File: src/design/arp_pkg.sv
// Shared constants for the ARP request responder and its checker.
// No dependencies.
package arp_pkg;

	localparam int unsigned MAC_W     = 48;
	localparam int unsigned IP_W      = 32;
	localparam int unsigned CFG_W     = 48;
	localparam int unsigned POS_W     = 6;
	localparam int unsigned REPLY_LEN = 60;
	localparam int unsigned ARP_MIN_LEN = 42;
	localparam int unsigned PAD_LEN   = REPLY_LEN - ARP_MIN_LEN;

	localparam logic [MAC_W-1:0] OWN_MAC_RST  = 48'h94DE806CEF4A;
	localparam logic [IP_W-1:0]  OWN_IPV4_RST = 32'hC0A801C9;

	localparam logic [15:0] ETH_TYPE_ARP   = 16'h0806;
	localparam logic [15:0] ETH_TYPE_IPV4  = 16'h0800;
	localparam logic [15:0] ARP_HTYPE_ETH  = 16'h0001;
	localparam logic [7:0]  ARP_HLEN       = 8'd6;
	localparam logic [7:0]  ARP_PLEN       = 8'd4;
	localparam logic [15:0] ARP_OP_REQUEST = 16'h0001;
	localparam logic [15:0] ARP_OP_REPLY   = 16'h0002;

	typedef enum logic [0:0] {
		REG_OWN_MAC  = 1'b0,
		REG_OWN_IPV4 = 1'b1
	} cfg_reg_t;

	localparam logic [POS_W-1:0] POS_MAX        = POS_W'(63);
	localparam logic [POS_W-1:0] POS_LAST_ARP   = POS_W'(ARP_MIN_LEN - 1);
	localparam logic [POS_W-1:0] REPLY_LAST_IDX = POS_W'(REPLY_LEN - 1);

endpackage

File: src/design/arp_request_responder_top.sv
// ARP request responder: parses a received ARP frame and streams a 60-byte reply.
// Depends on arp_pkg.
// A matching request's accepted last byte captures the reply addresses and starts the reply.
// Throughput: one rx beat per cycle; one tx beat per cycle when tx_stall is low; a last
// byte is stalled until the final beat of the current reply enters the output register.
// Reset (arst_n low) clears position, captures and reply control; config returns to defaults.
module arp_request_responder_top
	import arp_pkg::*;
(
	input  logic                 clk,
	input  logic                 arst_n,
	input  logic                 cfg_we,
	input  logic                 cfg_index,
	input  logic [CFG_W-1:0]     cfg_data,
	input  logic                 rx_valid,
	output logic                 rx_stall,
	input  logic [7:0]           rx_byte,
	input  logic                 rx_last,
	output logic                 tx_valid,
	input  logic                 tx_stall,
	output logic [7:0]           tx_byte,
	output logic                 tx_last
);

	localparam int unsigned FRAME_W = 8 * REPLY_LEN;
	localparam int unsigned BASE_W  = $clog2(FRAME_W);

	logic [MAC_W-1:0] own_mac_q;
	logic [IP_W-1:0]  own_ipv4_q;

	logic [POS_W-1:0] pos_q;
	logic [MAC_W-1:0] req_mac_q;
	logic [15:0]      opcode_q;
	logic [IP_W-1:0]  req_ip_q;
	logic [IP_W-1:0]  asked_ip_q;

	logic [MAC_W-1:0] req_mac_d;
	logic [15:0]      opcode_d;
	logic [IP_W-1:0]  req_ip_d;
	logic [IP_W-1:0]  asked_ip_d;

	logic             busy_q;
	logic [POS_W-1:0] idx_q;
	logic [MAC_W-1:0] rep_mac_q;
	logic [IP_W-1:0]  rep_ip_q;

	logic             tx_valid_q;
	logic [7:0]       tx_byte_q;
	logic             tx_last_q;

	logic               rx_beat;
	logic               trigger;
	logic               load;
	logic [FRAME_W-1:0] frame;
	logic [BASE_W-1:0]  base;

	assign rx_stall = busy_q & rx_last;
	assign rx_beat  = rx_valid & ~rx_stall;

	always_comb begin
		req_mac_d  = req_mac_q;
		opcode_d   = opcode_q;
		req_ip_d   = req_ip_q;
		asked_ip_d = asked_ip_q;
		priority if (pos_q >= POS_W'(6) && pos_q < POS_W'(12)) begin
			req_mac_d = {req_mac_q[MAC_W-9:0], rx_byte};
		end else if (pos_q >= POS_W'(20) && pos_q < POS_W'(22)) begin
			opcode_d = {opcode_q[7:0], rx_byte};
		end else if (pos_q >= POS_W'(28) && pos_q < POS_W'(32)) begin
			req_ip_d = {req_ip_q[IP_W-9:0], rx_byte};
		end else if (pos_q >= POS_W'(38) && pos_q < POS_W'(42)) begin
			asked_ip_d = {asked_ip_q[IP_W-9:0], rx_byte};
		end else begin
			req_mac_d = req_mac_q;
		end
	end

	assign trigger = rx_beat & rx_last & (pos_q >= POS_LAST_ARP)
		& (opcode_d == ARP_OP_REQUEST) & (asked_ip_d == own_ipv4_q);

	assign load = busy_q & (~tx_valid_q | ~tx_stall);

	assign frame = {rep_mac_q, own_mac_q, ETH_TYPE_ARP, ARP_HTYPE_ETH, ETH_TYPE_IPV4,
		ARP_HLEN, ARP_PLEN, ARP_OP_REPLY, own_mac_q, own_ipv4_q, rep_mac_q, rep_ip_q,
		(8 * PAD_LEN)'(0)};
	assign base = BASE_W'(FRAME_W - 1) - {idx_q, 3'b000};

	always_ff @(posedge clk or negedge arst_n) begin
		if (!arst_n) begin
			own_mac_q  <= OWN_MAC_RST;
			own_ipv4_q <= OWN_IPV4_RST;
		end else if (cfg_we) begin
			unique case (cfg_reg_t'(cfg_index))
				REG_OWN_MAC:  own_mac_q  <= cfg_data[MAC_W-1:0];
				REG_OWN_IPV4: own_ipv4_q <= cfg_data[IP_W-1:0];
				default:      own_mac_q  <= own_mac_q;
			endcase
		end
	end

	always_ff @(posedge clk or negedge arst_n) begin
		if (!arst_n) begin
			pos_q      <= '0;
			req_mac_q  <= '0;
			opcode_q   <= '0;
			req_ip_q   <= '0;
			asked_ip_q <= '0;
		end else if (rx_beat) begin
			req_mac_q  <= req_mac_d;
			opcode_q   <= opcode_d;
			req_ip_q   <= req_ip_d;
			asked_ip_q <= asked_ip_d;
			if (rx_last) begin
				pos_q <= '0;
			end else if (pos_q != POS_MAX) begin
				pos_q <= pos_q + POS_W'(1);
			end
		end
	end

	always_ff @(posedge clk) begin
		if (trigger) begin
			rep_mac_q <= req_mac_d;
			rep_ip_q  <= req_ip_d;
		end
		if (load) begin
			tx_byte_q <= frame[base -: 8];
			tx_last_q <= (idx_q == REPLY_LAST_IDX);
		end
	end

	always_ff @(posedge clk or negedge arst_n) begin
		if (!arst_n) begin
			busy_q     <= 1'b0;
			idx_q      <= '0;
			tx_valid_q <= 1'b0;
		end else begin
			if (trigger) begin
				busy_q <= 1'b1;
				idx_q  <= '0;
			end else if (load) begin
				idx_q <= idx_q + POS_W'(1);
				if (idx_q == REPLY_LAST_IDX) begin
					busy_q <= 1'b0;
				end
			end
			if (load) begin
				tx_valid_q <= 1'b1;
			end else if (!tx_stall) begin
				tx_valid_q <= 1'b0;
			end
		end
	end

	assign tx_valid = tx_valid_q;
	assign tx_byte  = tx_byte_q;
	assign tx_last  = tx_last_q;

endmodule

File: config.mk
export PLATFORM = sky130hd
export DESIGN_NAME = arp_request_responder_top
export DESIGN_NICKNAME = d
export VERILOG_FILES = /design/src/design/arp_pkg.sv /design/src/design/arp_request_responder_top.sv
export SDC_FILE = /design/constraint.sdc
export NUM_CORES = 1
export LEC_CHECK = 0
export BUFFER_PORTS_ARGS = -buffer_cell sky130_fd_sc_hd__buf_4
export CAP_MARGIN = 15
export CORE_MARGIN = 2
export CORE_UTILIZATION = 56
export DETAILED_ROUTE_END_ITERATION = 16
export GPL_TIMING_DRIVEN = 0
export PLACE_DENSITY = 0.77
export SETUP_SLACK_MARGIN = 0.2
export SLEW_MARGIN = 20
export SYNTH_ARGS = -nofsm -noshare
export SYNTH_HDL_FRONTEND = slang
export SYNTH_SLANG_ARGS = --single-unit
export TNS_END_PERCENT = 30
File: constraint.sdc
create_clock -name clk -period 4.4 [get_ports clk]
set_input_delay 0.44 -clock clk [delete_from_list [all_inputs] [get_ports clk]]
set_output_delay 0.44 -clock clk [all_outputs]
set_load 0.02 [all_outputs]
* Word level (Yosys, flattened, before mapping)
Cells that the tools add are included.
** Word-level totals
- Input port bits :: 63
- Output and inout bits :: 11
- Register bits after elaboration :: 311
** Cells by class
- Bitwise operators :: 12
- $lt $le $gt $ge :: 9
- Equal/unequal tests :: 5
- Shift operators :: 1
- Multiplexer cells :: 19
- Add/subtract/negate cells :: 3
- Reduce and logical (&&, ||, !) cells :: 11
** Operator list (number)
- $shiftx 487x10->8 :: 1
- $mux 32 :: 7
- $mux 48 :: 1
- $eq 32x32->1 :: 1
- $mux 16 :: 2
- $mux 6 :: 4
- $eq 16x1->1 const B :: 1
- $add 6x1->6 const B :: 2
- $ge 6x5->1 const B :: 2
- $ge 6x6->1 const B :: 2
- $lt 6x6->1 const B :: 2
- $sub 9x9->9 const A :: 1
- $reduce_and 2->1 :: 4
- $and 1x1->1 :: 7
- $eq 6x6->1 const B :: 1
- $ge 6x3->1 const B :: 1
- $lt 6x4->1 const B :: 1
- $lt 6x5->1 const B :: 1
- $ne 6x6->1 const B :: 1
- $reduce_bool 2->1 :: 3
- $mux 1 :: 5
- $logic_and 1x1->1 :: 4
- $not 1->1 :: 4
- $ne 2x1->1 const B :: 1
- $or 1x1->1 :: 1

* Longest topological paths before layout
Gate-level depths: netlist of the first run.
- Depth in word-level cells :: 10
- Depth in mapped cells :: 11

* Worst setup path before layout of the first run
Ideal clock, no wire load.
- Kind :: register to register
- From :: reg pos_q[1]
- To :: reg rep_ip_q[0] (enable)
- Arrival time :: 4210 ps
- Data required time :: 3952 ps
- Slack :: -257 ps
- Cell stages (with the launch flop) :: 11
- Cells stage by stage :: dfrtp_1 > clkbuf_1 > nand2b_1 > buf_2 > buf_2 > o32ai_1 > a221oi_1 > xnor2_1 > nand4_1 > nor4_4 > and3_1
** On the way
- Word-level cells in the longest chain between the ends :: 8
- Elaborated cells between the ends (all ways) :: 24
- Those cells by class :: 9 x order compare; 2 x eq/ne; 6 x mux; 3 x bitwise; 4 x reduce/logical
** RTL lines
- start: declaration :: RTL line arp_request_responder_top.sv:31 : logic [POS_W-1:0] pos_q;
- start signal: assignment :: RTL line arp_request_responder_top.sv:116 : pos_q <= pos_q + POS_W'(1);
- $ge 6x6->1 / $lt 6x6->1 (equally long branches) :: RTL line arp_request_responder_top.sv:71 : end else if (pos_q >= POS_W'(38) && pos_q < POS_W'(42)) begin
- $logic_and 1x1->1 :: RTL line arp_request_responder_top.sv:71
- $mux 32 :: RTL line arp_request_responder_top.sv:71
- $mux 32 :: RTL line arp_request_responder_top.sv:69 : end else if (pos_q >= POS_W'(28) && pos_q < POS_W'(32)) begin
- $mux 32 :: RTL line arp_request_responder_top.sv:67 : end else if (pos_q >= POS_W'(20) && pos_q < POS_W'(22)) begin
- $mux 32 :: RTL line arp_request_responder_top.sv:65 : priority if (pos_q >= POS_W'(6) && pos_q < POS_W'(12)) begin
- $eq 32x32->1 :: RTL line arp_request_responder_top.sv:79 : & (opcode_d == ARP_OP_REQUEST) & (asked_ip_d == own_ipv4_q);
- $and 1x1->1 * :: RTL line arp_request_responder_top.sv:79
- named net trigger :: RTL line arp_request_responder_top.sv:52 : logic trigger;
- end signal: assignment :: RTL line arp_request_responder_top.sv:124 : rep_ip_q <= req_ip_d;
- end: declaration :: RTL line arp_request_responder_top.sv:45 : logic [IP_W-1:0] rep_ip_q;
The timed path passes the listed nets; every way through them passes the cells marked *.
A chain may end at the register's enable or synchronous reset.

* Worst setup path after layout of the first run
- From :: reg pos_q[1]
- To :: reg rep_mac_q[40] (enable)
** On the way
- Word-level cells in the longest chain between the ends :: 8
- Elaborated cells between the ends (all ways) :: 24
- Those cells by class :: 9 x order compare; 2 x eq/ne; 6 x mux; 3 x bitwise; 4 x reduce/logical
** RTL lines
- $ge 6x6->1 / $lt 6x6->1 (equally long branches) :: RTL line arp_request_responder_top.sv:71
- $logic_and 1x1->1 :: RTL line arp_request_responder_top.sv:71
- $mux 32 :: RTL line arp_request_responder_top.sv:71
- $mux 32 :: RTL line arp_request_responder_top.sv:69
- $mux 32 :: RTL line arp_request_responder_top.sv:67
- $mux 32 :: RTL line arp_request_responder_top.sv:65
- $eq 32x32->1 :: RTL line arp_request_responder_top.sv:79
- $and 1x1->1 * :: RTL line arp_request_responder_top.sv:79
- named net trigger :: RTL line arp_request_responder_top.sv:52
- end signal: assignment :: RTL line arp_request_responder_top.sv:123 : rep_mac_q <= req_mac_d;
- end: declaration :: RTL line arp_request_responder_top.sv:44 : logic [MAC_W-1:0] rep_mac_q;
Marked as above.

==> flow_metrics.tcl, run 1 <==
set metrics [dict create \
    cts_inserted_buffers 35 \
    clk_pin_slew_worst_paths_ns 0.06 \
    cts_htree_levels 2 \
    cp_max_fo 57 \
    critPathMostFrequentCell "buf_2" \
    num-fill-cells 2025 \
    syn_inst 1307 \
    initial_core_util 0.568 \
    drt_iter0_markers 1209 \
    hold_path.class "input pin to flop" \
    drv_slew 0 \
    cts.sinks 311 \
    hold_slack_ns 0.151 \
    mappedNetlistArea_um2 15300 \
    multiInputGateArea_um2 6540 \
    vias 11100 \
    port_buffers 73 \
    hold_start "cfg_data[47]" \
    ys_types 62 \
    critPathBufInv 4 \
    worst_ep_arrival_time_ns 4.17 \
    area_delta_synth_final_pct 15.0 \
    cts_root_buffer "clkbuf_16" \
    drt-wirelength-per-cell_um 23.5 \
    yosys.area.top_type_share 0.308 \
    grt_max_degree 100 \
    yosys_warnings 0 \
    outcome "finished clean" \
    vias_per_cell 6.19 \
    power_leakage_nw 7.50 \
    grt_pass1_wl_um 65000 \
    syn_nets 1381 \
    clock_latency_ns 0.52 \
    crit_type "flop to flop" \
    drive_above_1_share 0.284 \
    seq_area_frac_synth 0.541 \
    antenna_found_initial 1 \
    critical-path-max-stage-delay_ns 0.55 \
    drc 0 \
    end_kind "flop" \
    clockBufferDepth 3 \
    n_antenna_cell 0 \
    crit_family "simple AND/OR/NAND/NOR gates" \
    p_per_area_nw_per_um2 431 \
    cp_cell_sequence "clkbuf_2 > nand2b_1 > buf_2 > buf_2 > o32ai_1 > a221oi_1 > xnor2_1 > nand2_1 > nor4_4 > and3_4 > buf_16" \
    max_freq_ghz 0.251 \
    first_pass_iters 5 \
    antenna_left 0 \
    die_width_um 169 \
    grt-ovfl-total 0 \
    ys_seq_elements 311 \
    start_kind "flop" \
    final.min_clock_period_ns 3.98 \
    fin_area_um2 17600 \
    die_y_um 169 \
    place_area_um2 16300 \
    dp_hpwl_um 29600 \
    finalSetupViolCount 0 \
    nets 1499 \
    first_global_vias 11400 \
    coreArea_um2 26900 \
    async_reset_ff_frac 0.714 \
    synth_enable_flop_cells 89 \
    die-area_um2 28600 \
    synthFlopType "dfrtp_1" \
    syn_area_per_cell_um2 11.7 \
    relSlewSlack 0.331 \
    synth_largest_area_cell "dfrtp_1" \
    tritoncts "built" \
    min_period_over_period 0.905 \
    crit_start "pos_q[1]" \
    vdd_ir_drop_max_uv 240 \
    rsz0062_at_grt "false" \
    clock_skew_ns 0.0179 \
    crit_required_ns 4.59 \
    synth_area_leaders "dfrtp_1 31%, edfxtp_1 17%, mux2_2 13%" \
    slowest_stage "nor4_4" \
    ios 74 \
    place_congestion 0.925 \
    hold_viol 0 \
    seq_area_um2 8270 \
    grt_use_total 0.298 \
    r2r-start "pos_q[1]" \
    num_rows 60 \
    max_cap_viol_count 0 \
    tightest_slew_ns 1.00 \
    routed_wl_um 42200 \
]
[layer usage]
layer | GRT usage | part of all wire
met2 | 0.501 | 0.49
met5 | 0 | 0
met1 | 0.392 | 0.40
met3 | 0.0434 | 0.070
met4 | 0.119 | 0.039
[through the flow]
step / utilization / TNS (ns) / power [mW] / std cells / setup WS, ns
5_1_grt: 0.654 / 0 / 7.82 / 1793 / 0.261
3_3_place_gp: 0.605 / -49.29 / 4.55 / 1721 / -0.622
4_1_cts: 0.652 / 0 / 7.57 / 1789 / 0.250
2_1_floorplan: - / 0 / 4.22 / 1307 / 0.632
6_report: 0.654 / 0 / 7.56 / 1793 / 0.420
3_5_place_dp: 0.608 / 0 / 4.61 / 1724 / 0.176
[power breakdown]
part	switching (mW)	leakage, nW	total, mW	internal (mW)
sequential	0.244	3.61	3.57	3.32
clock	1.18	0.586	2.97	1.79
combinational	0.542	3.31	1.03	0.485
[area by class of cell]
class,instances,share of cell area
flip-flops and latches,311,0.471
inverters,33,0.00705
clock inverters,17,0.0100
clock buffers,47,0.0571
multi-input cells,881,0.372
well taps,341,0.0243
plain buffers,83,0.0201
repair buffers,80,0.0382
[cell families (layout without fill, tap and decap cells)]
group,count (synthesis),in the layout,share of synthesized area
flip-flops,311,311,0.541
adder cells (fa/ha/maj),11,11,0.00901
buffers and inverters,116,260,0.0310
AND/OR/NAND/NOR,401,402,0.115
XOR/XNOR,39,39,0.0224
multiplexers,249,249,0.202
AO/OA/AOI/OAI,180,180,0.0789
[cell usage in the layout (no fill, tap or decap), types with 8 or more instances in the layout]
| cell | Yosys | layout |
|---|---|---|
| o21ai_0 | 37 | 37 |
| o21ai_1 | 11 | 11 |
| buf_4 | 1 | 76 |
| mux4_2 | 28 | 28 |
| mux2_2 | 174 | 174 |
| buf_1 | 19 | 19 |
| a31oi_1 | 8 | 8 |
| mux2_1 | 20 | 20 |
| ha_1 | 11 | 11 |
| dfstp_2 | 34 | 34 |
| clkbuf_16 | 0 | 36 |
| clkbuf_1 | 40 | 43 |
| xor2_1 | 12 | 12 |
| dfrtp_1 | 188 | 188 |
| xnor2_1 | 27 | 27 |
| nand2_1 | 292 | 292 |
| nand3_1 | 12 | 12 |
| o22ai_1 | 36 | 36 |
| a21oi_1 | 25 | 25 |
| mux2i_1 | 27 | 27 |
| inv_1 | 32 | 32 |
| nand2b_1 | 18 | 18 |
| edfxtp_1 | 89 | 89 |
| o32ai_1 | 9 | 9 |
| nor2_1 | 21 | 21 |
| a221oi_1 | 21 | 21 |
| nor3_1 | 14 | 14 |
| buf_2 | 22 | 22 |
[sequential cells by signal, summed over array words and instances (netlist names)]
register / cells
tx_byte: 8
tx_last: 1
own_mac_q: 48
idx_q: 6
req_mac_q: 48
rep_ip_q: 32
asked_ip_q: 32
own_ipv4_q: 32
busy_q: 1
rep_mac_q: 48
pos_q: 6
opcode_q: 16
req_ip_q: 32
tx_valid: 1
[synth_stat cells, drive strengths merged (14+ instances only)]
cell type and n:
a21oi 25, a221oi 22, buf 43, clkbuf 40, dfrtp 188, dfstp 34, edfxtp 89, inv 33
mux2 194, mux2i 27, mux4 28, nand2 292, nand2b 18, nor2 21, nor3 14, o21ai 50
o22ai 40, xnor2 27
[timing repair]
action | in CTS | in global routing
setup endpoints to repair | 57 | 57
cloned | 0 | 1
hold buffers | 1 | 0
endpoints found under the hold margin | 62 | 0
gates resized for setup | 1 | 2
pin swaps | 0 | 3
setup buffers | 0 | 3
[final timing paths]
kind	end	slack (ns)	cells past startpoint
setup reg to reg	rep_mac_q[40]	0.42	11
max in group asynchronous	req_mac_q[40]	3.04	3
hold reg to reg	req_ip_q[30]	0.48	2
setup / recovery	rep_mac_q[40]	0.42	11
hold / removal	own_mac_q[47]	0.15	2
min in group asynchronous	asked_ip_q[12]	0.48	2
(Power assumes the default switching activity.)
==> run 2, diff against run 1 <==
--- a/config.mk
+++ b/config.mk
@@ -7,2 +7,3 @@
 export LEC_CHECK = 0
+export ABC_AREA = 1
 export BUFFER_PORTS_ARGS = -buffer_cell sky130_fd_sc_hd__buf_4
==> constraint.sdc (replaced) <==
create_clock -name clk -period 4.4 [get_ports clk]
set_input_delay 0.22 -clock clk [delete_from_list [all_inputs] [get_ports clk]]
set_output_delay 0.22 -clock clk [all_outputs]
set_load 0.02 [all_outputs]
==> flow_metrics.tcl, run 2 <==
set metrics [dict create \
    cts_inserted_buffers 35 \
    drt-wirelength-per-cell_um 20.4 \
    synth_most_common_cell "nand2_1" \
    antenna_left 0 \
    synth_area_leaders "dfrtp_1 31%, edfxtp_1 18%, nand2_1 13%" \
    start_kind "flop" \
    drc 0 \
    num_rows 60 \
    final.min_clock_period_ns 3.45 \
    crit_type "flop to flop" \
    reg2reg_slack_ns 0.95 \
    r2r_end "rep_mac_q[40]" \
    yosys_warnings 0 \
    port_buffers 73 \
    layout_commonest_cell "nand2_1" \
    routed_wl_um 47500 \
    die_y_um 168 \
    ys_types 40 \
    min_period_over_period 0.784 \
    outcome "finished clean" \
    whs_path_depth 3 \
    finalNonFillerCells 2323 \
    async_reset_ff_frac 0.714 \
    pwr-share-seq 0.476 \
    drt_iter0_markers 1605 \
    hold_path.class "input pin to flop" \
    clk_pin_slew_worst_paths_ns 0.06 \
    end_kind "flop" \
    first_global_vias 13300 \
    drv_slew 0 \
    power_leakage_nw 7.90 \
    ys_seq_elements 311 \
    tritoncts "built" \
    fin_util 0.657 \
    die-area_um2 28300 \
    cp_max_fo 28 \
    pwr-share-comb 0.154 \
    largestRegisters "own_mac_q (48), rep_mac_q (48), req_mac_q (48)" \
    final_cell_mix "523 x nand2_1, 346 x o21ai_0, 200 x inv_1, 188 x dfrtp_1, 111 x nor2_1" \
    p_clk_frac 0.371 \
    hold_start "cfg_data[4]" \
    ios 74 \
    antenna_found_initial 0 \
    hold_viol 0 \
    synth_common_cells "523 x nand2_1, 346 x o21ai_0, 200 x inv_1" \
    grt_max_degree 101 \
    clockBufferDepth 3 \
    p_switching_mw 2.21 \
    max_cap_viol_count 0 \
    r2r-start "pos_q[3]" \
    holdPathEnd "own_mac_q[4]" \
    clock_latency_ns 0.52 \
    synth_largest_area_cell "dfrtp_1" \
    rsz0062_at_grt "false" \
    mappedNetlistArea_um2 15100 \
    dp_hpwl_um 34300 \
    cts_htree_levels 2 \
    max_freq_ghz 0.290 \
    cts.sinks 311 \
    grt-ovfl-total 0 \
    finalSetupViolCount 0 \
    relSlewSlack 0.431 \
    vias 13500 \
    grt_use_total 0.342 \
    swShare 0.289 \
    vdd_ir_drop_max_uv 352 \
    worst_ep_arrival_time_ns 3.67 \
    clock_skew_ns 0.0169 \
    seq_area_frac_synth 0.548 \
    syn_inst 1815 \
    p_int_mw 5.44 \
    synth_enable_flop_cells 89 \
    place_inst 2234 \
    synthFlopType "dfrtp_1" \
    n_antenna_cell 0 \
    syn_nets 1889 \
    crit_required_ns 4.62 \
    initial_core_util 0.565 \
    coreArea_um2 26700 \
    syn_area_per_cell_um2 8.31 \
    place_congestion 0.958 \
    grt_pass1_wl_um 74200 \
    yosys.area.top_type_share 0.312 \
    hold_slack_ns 0.0113 \
    vias_per_cell 5.83 \
    first_pass_iters 6 \
    die_width_um 168 \
    nets 2029 \
    area_delta_synth_final_pct 16.3 \
    cts_root_buffer "clkbuf_16" \
    tightest_slew_ns 0.853 \
    drive_above_1_share 0.101 \
    p_per_area_nw_per_um2 436 \
    reg2reg_depth 15 \
]
-- run 2: cell types whose count changed after synthesis, sizes merged, moves of 28 or more --
cell / previous run / this run
mux4: 28 / 0
nand4: 5 / 33
mux2: 194 / 16
nand2: 292 / 523
nor2: 21 / 113
inv: 33 / 200
nand3: 12 / 46
clkbuf: 40 / 75
o21ai: 50 / 351
o22ai: 40 / 12
-- run 2: metrics by stage --
stage                     setup TNS [ns]  area, um^2  total power [mW]  setup WS, ns
final                                  0       17500              7.64         0.949
after floorplan                        0       15100              4.34          1.02
after global routing                   0       17500              7.98         0.710
after CTS                              0       17500              7.63          1.01
after global placement            -11.38       16100              4.73        -0.148
after detailed placement               0       16200              4.80          1.01
-- run 2: logic make-up after synthesis --
kind of cell / Yosys count / synth area share
AO/OA/AOI/OAI: 434 / 0.153
AND/OR/NAND/NOR: 732 / 0.195
adder cells (fa/ha/maj): 11 / 0.00912
multiplexers: 17 / 0.0126
buffers and inverters: 303 / 0.0776
XOR/XNOR: 7 / 0.00406
flip-flops: 311 / 0.548
-- run 2: layer usage --
layer / track usage / part of all wire / vias up
li1: - / - / 6241
met1: 0.459 / 0.40 / 6362
met2: 0.539 / 0.45 / 786
met3: 0.0656 / 0.096 / 159
met4: 0.168 / 0.054 / 0
met5: 0 / 0 / -
-- run 2: critical path: stages (launching register included) --
cell and delay (ns):
dfrtp_1 0.35, buf_2 0.17, nand2_1 0.13, nand2_1 0.07, nand2_1 0.14, buf_1 0.44, nand4_1 0.28, nand3_1 0.16
nand2_1 0.06, nor2_1 0.10, nand2_1 0.06, nor2_1 0.25, nand3_1 0.20, nor2_4 0.27, buf_12 0.24, buf_12 0.22
-- run 2: cell type report --
| type | count | area, um^2 |
|---|---|---|
| plain buffers | 102 | 417 |
| fillers | 2174 | 9180 |
| flip-flops and latches | 311 | 8270 |
| inverters | 201 | 754 |
| well taps | 341 | 427 |
| repair buffers | 103 | 921 |
| clock buffers | 54 | 1040 |
| clock inverters | 10 | 68.8 |
| multi-input cells | 1201 | 5650 |
-- run 2: power by group through the flow --
stage	registers [mW]	clock network [mW]	logic, mW
after global routing	3.67	2.96	1.35
after detailed placement	3.67	0	1.12
after global placement	3.66	0	1.07
final	3.64	2.83	1.17
after floorplan	3.59	0	0.757
after CTS	3.62	2.85	1.16
-- run 2: timing repair --
item,CTS,global route
hold buffers,25,0
buffers inserted,0,0
hold endpoints to repair,83,0
setup endpoints to repair,0,0
gates resized for setup,0,0
-- run 2: worst max path at each step --
stage / start / endpoint / slack (ns)
floorplan: pos_q[3] / rep_ip_q[0] / 1.02
global placement: pos_q[3] / rep_mac_q[43] / -0.15
detailed placement: pos_q[3] / rep_mac_q[43] / 1.01
CTS: pos_q[3] / rep_mac_q[11] / 1.01
global route: pos_q[3] / rep_ip_q[31] / 0.71
finish: pos_q[3] / rep_mac_q[40] / 0.95
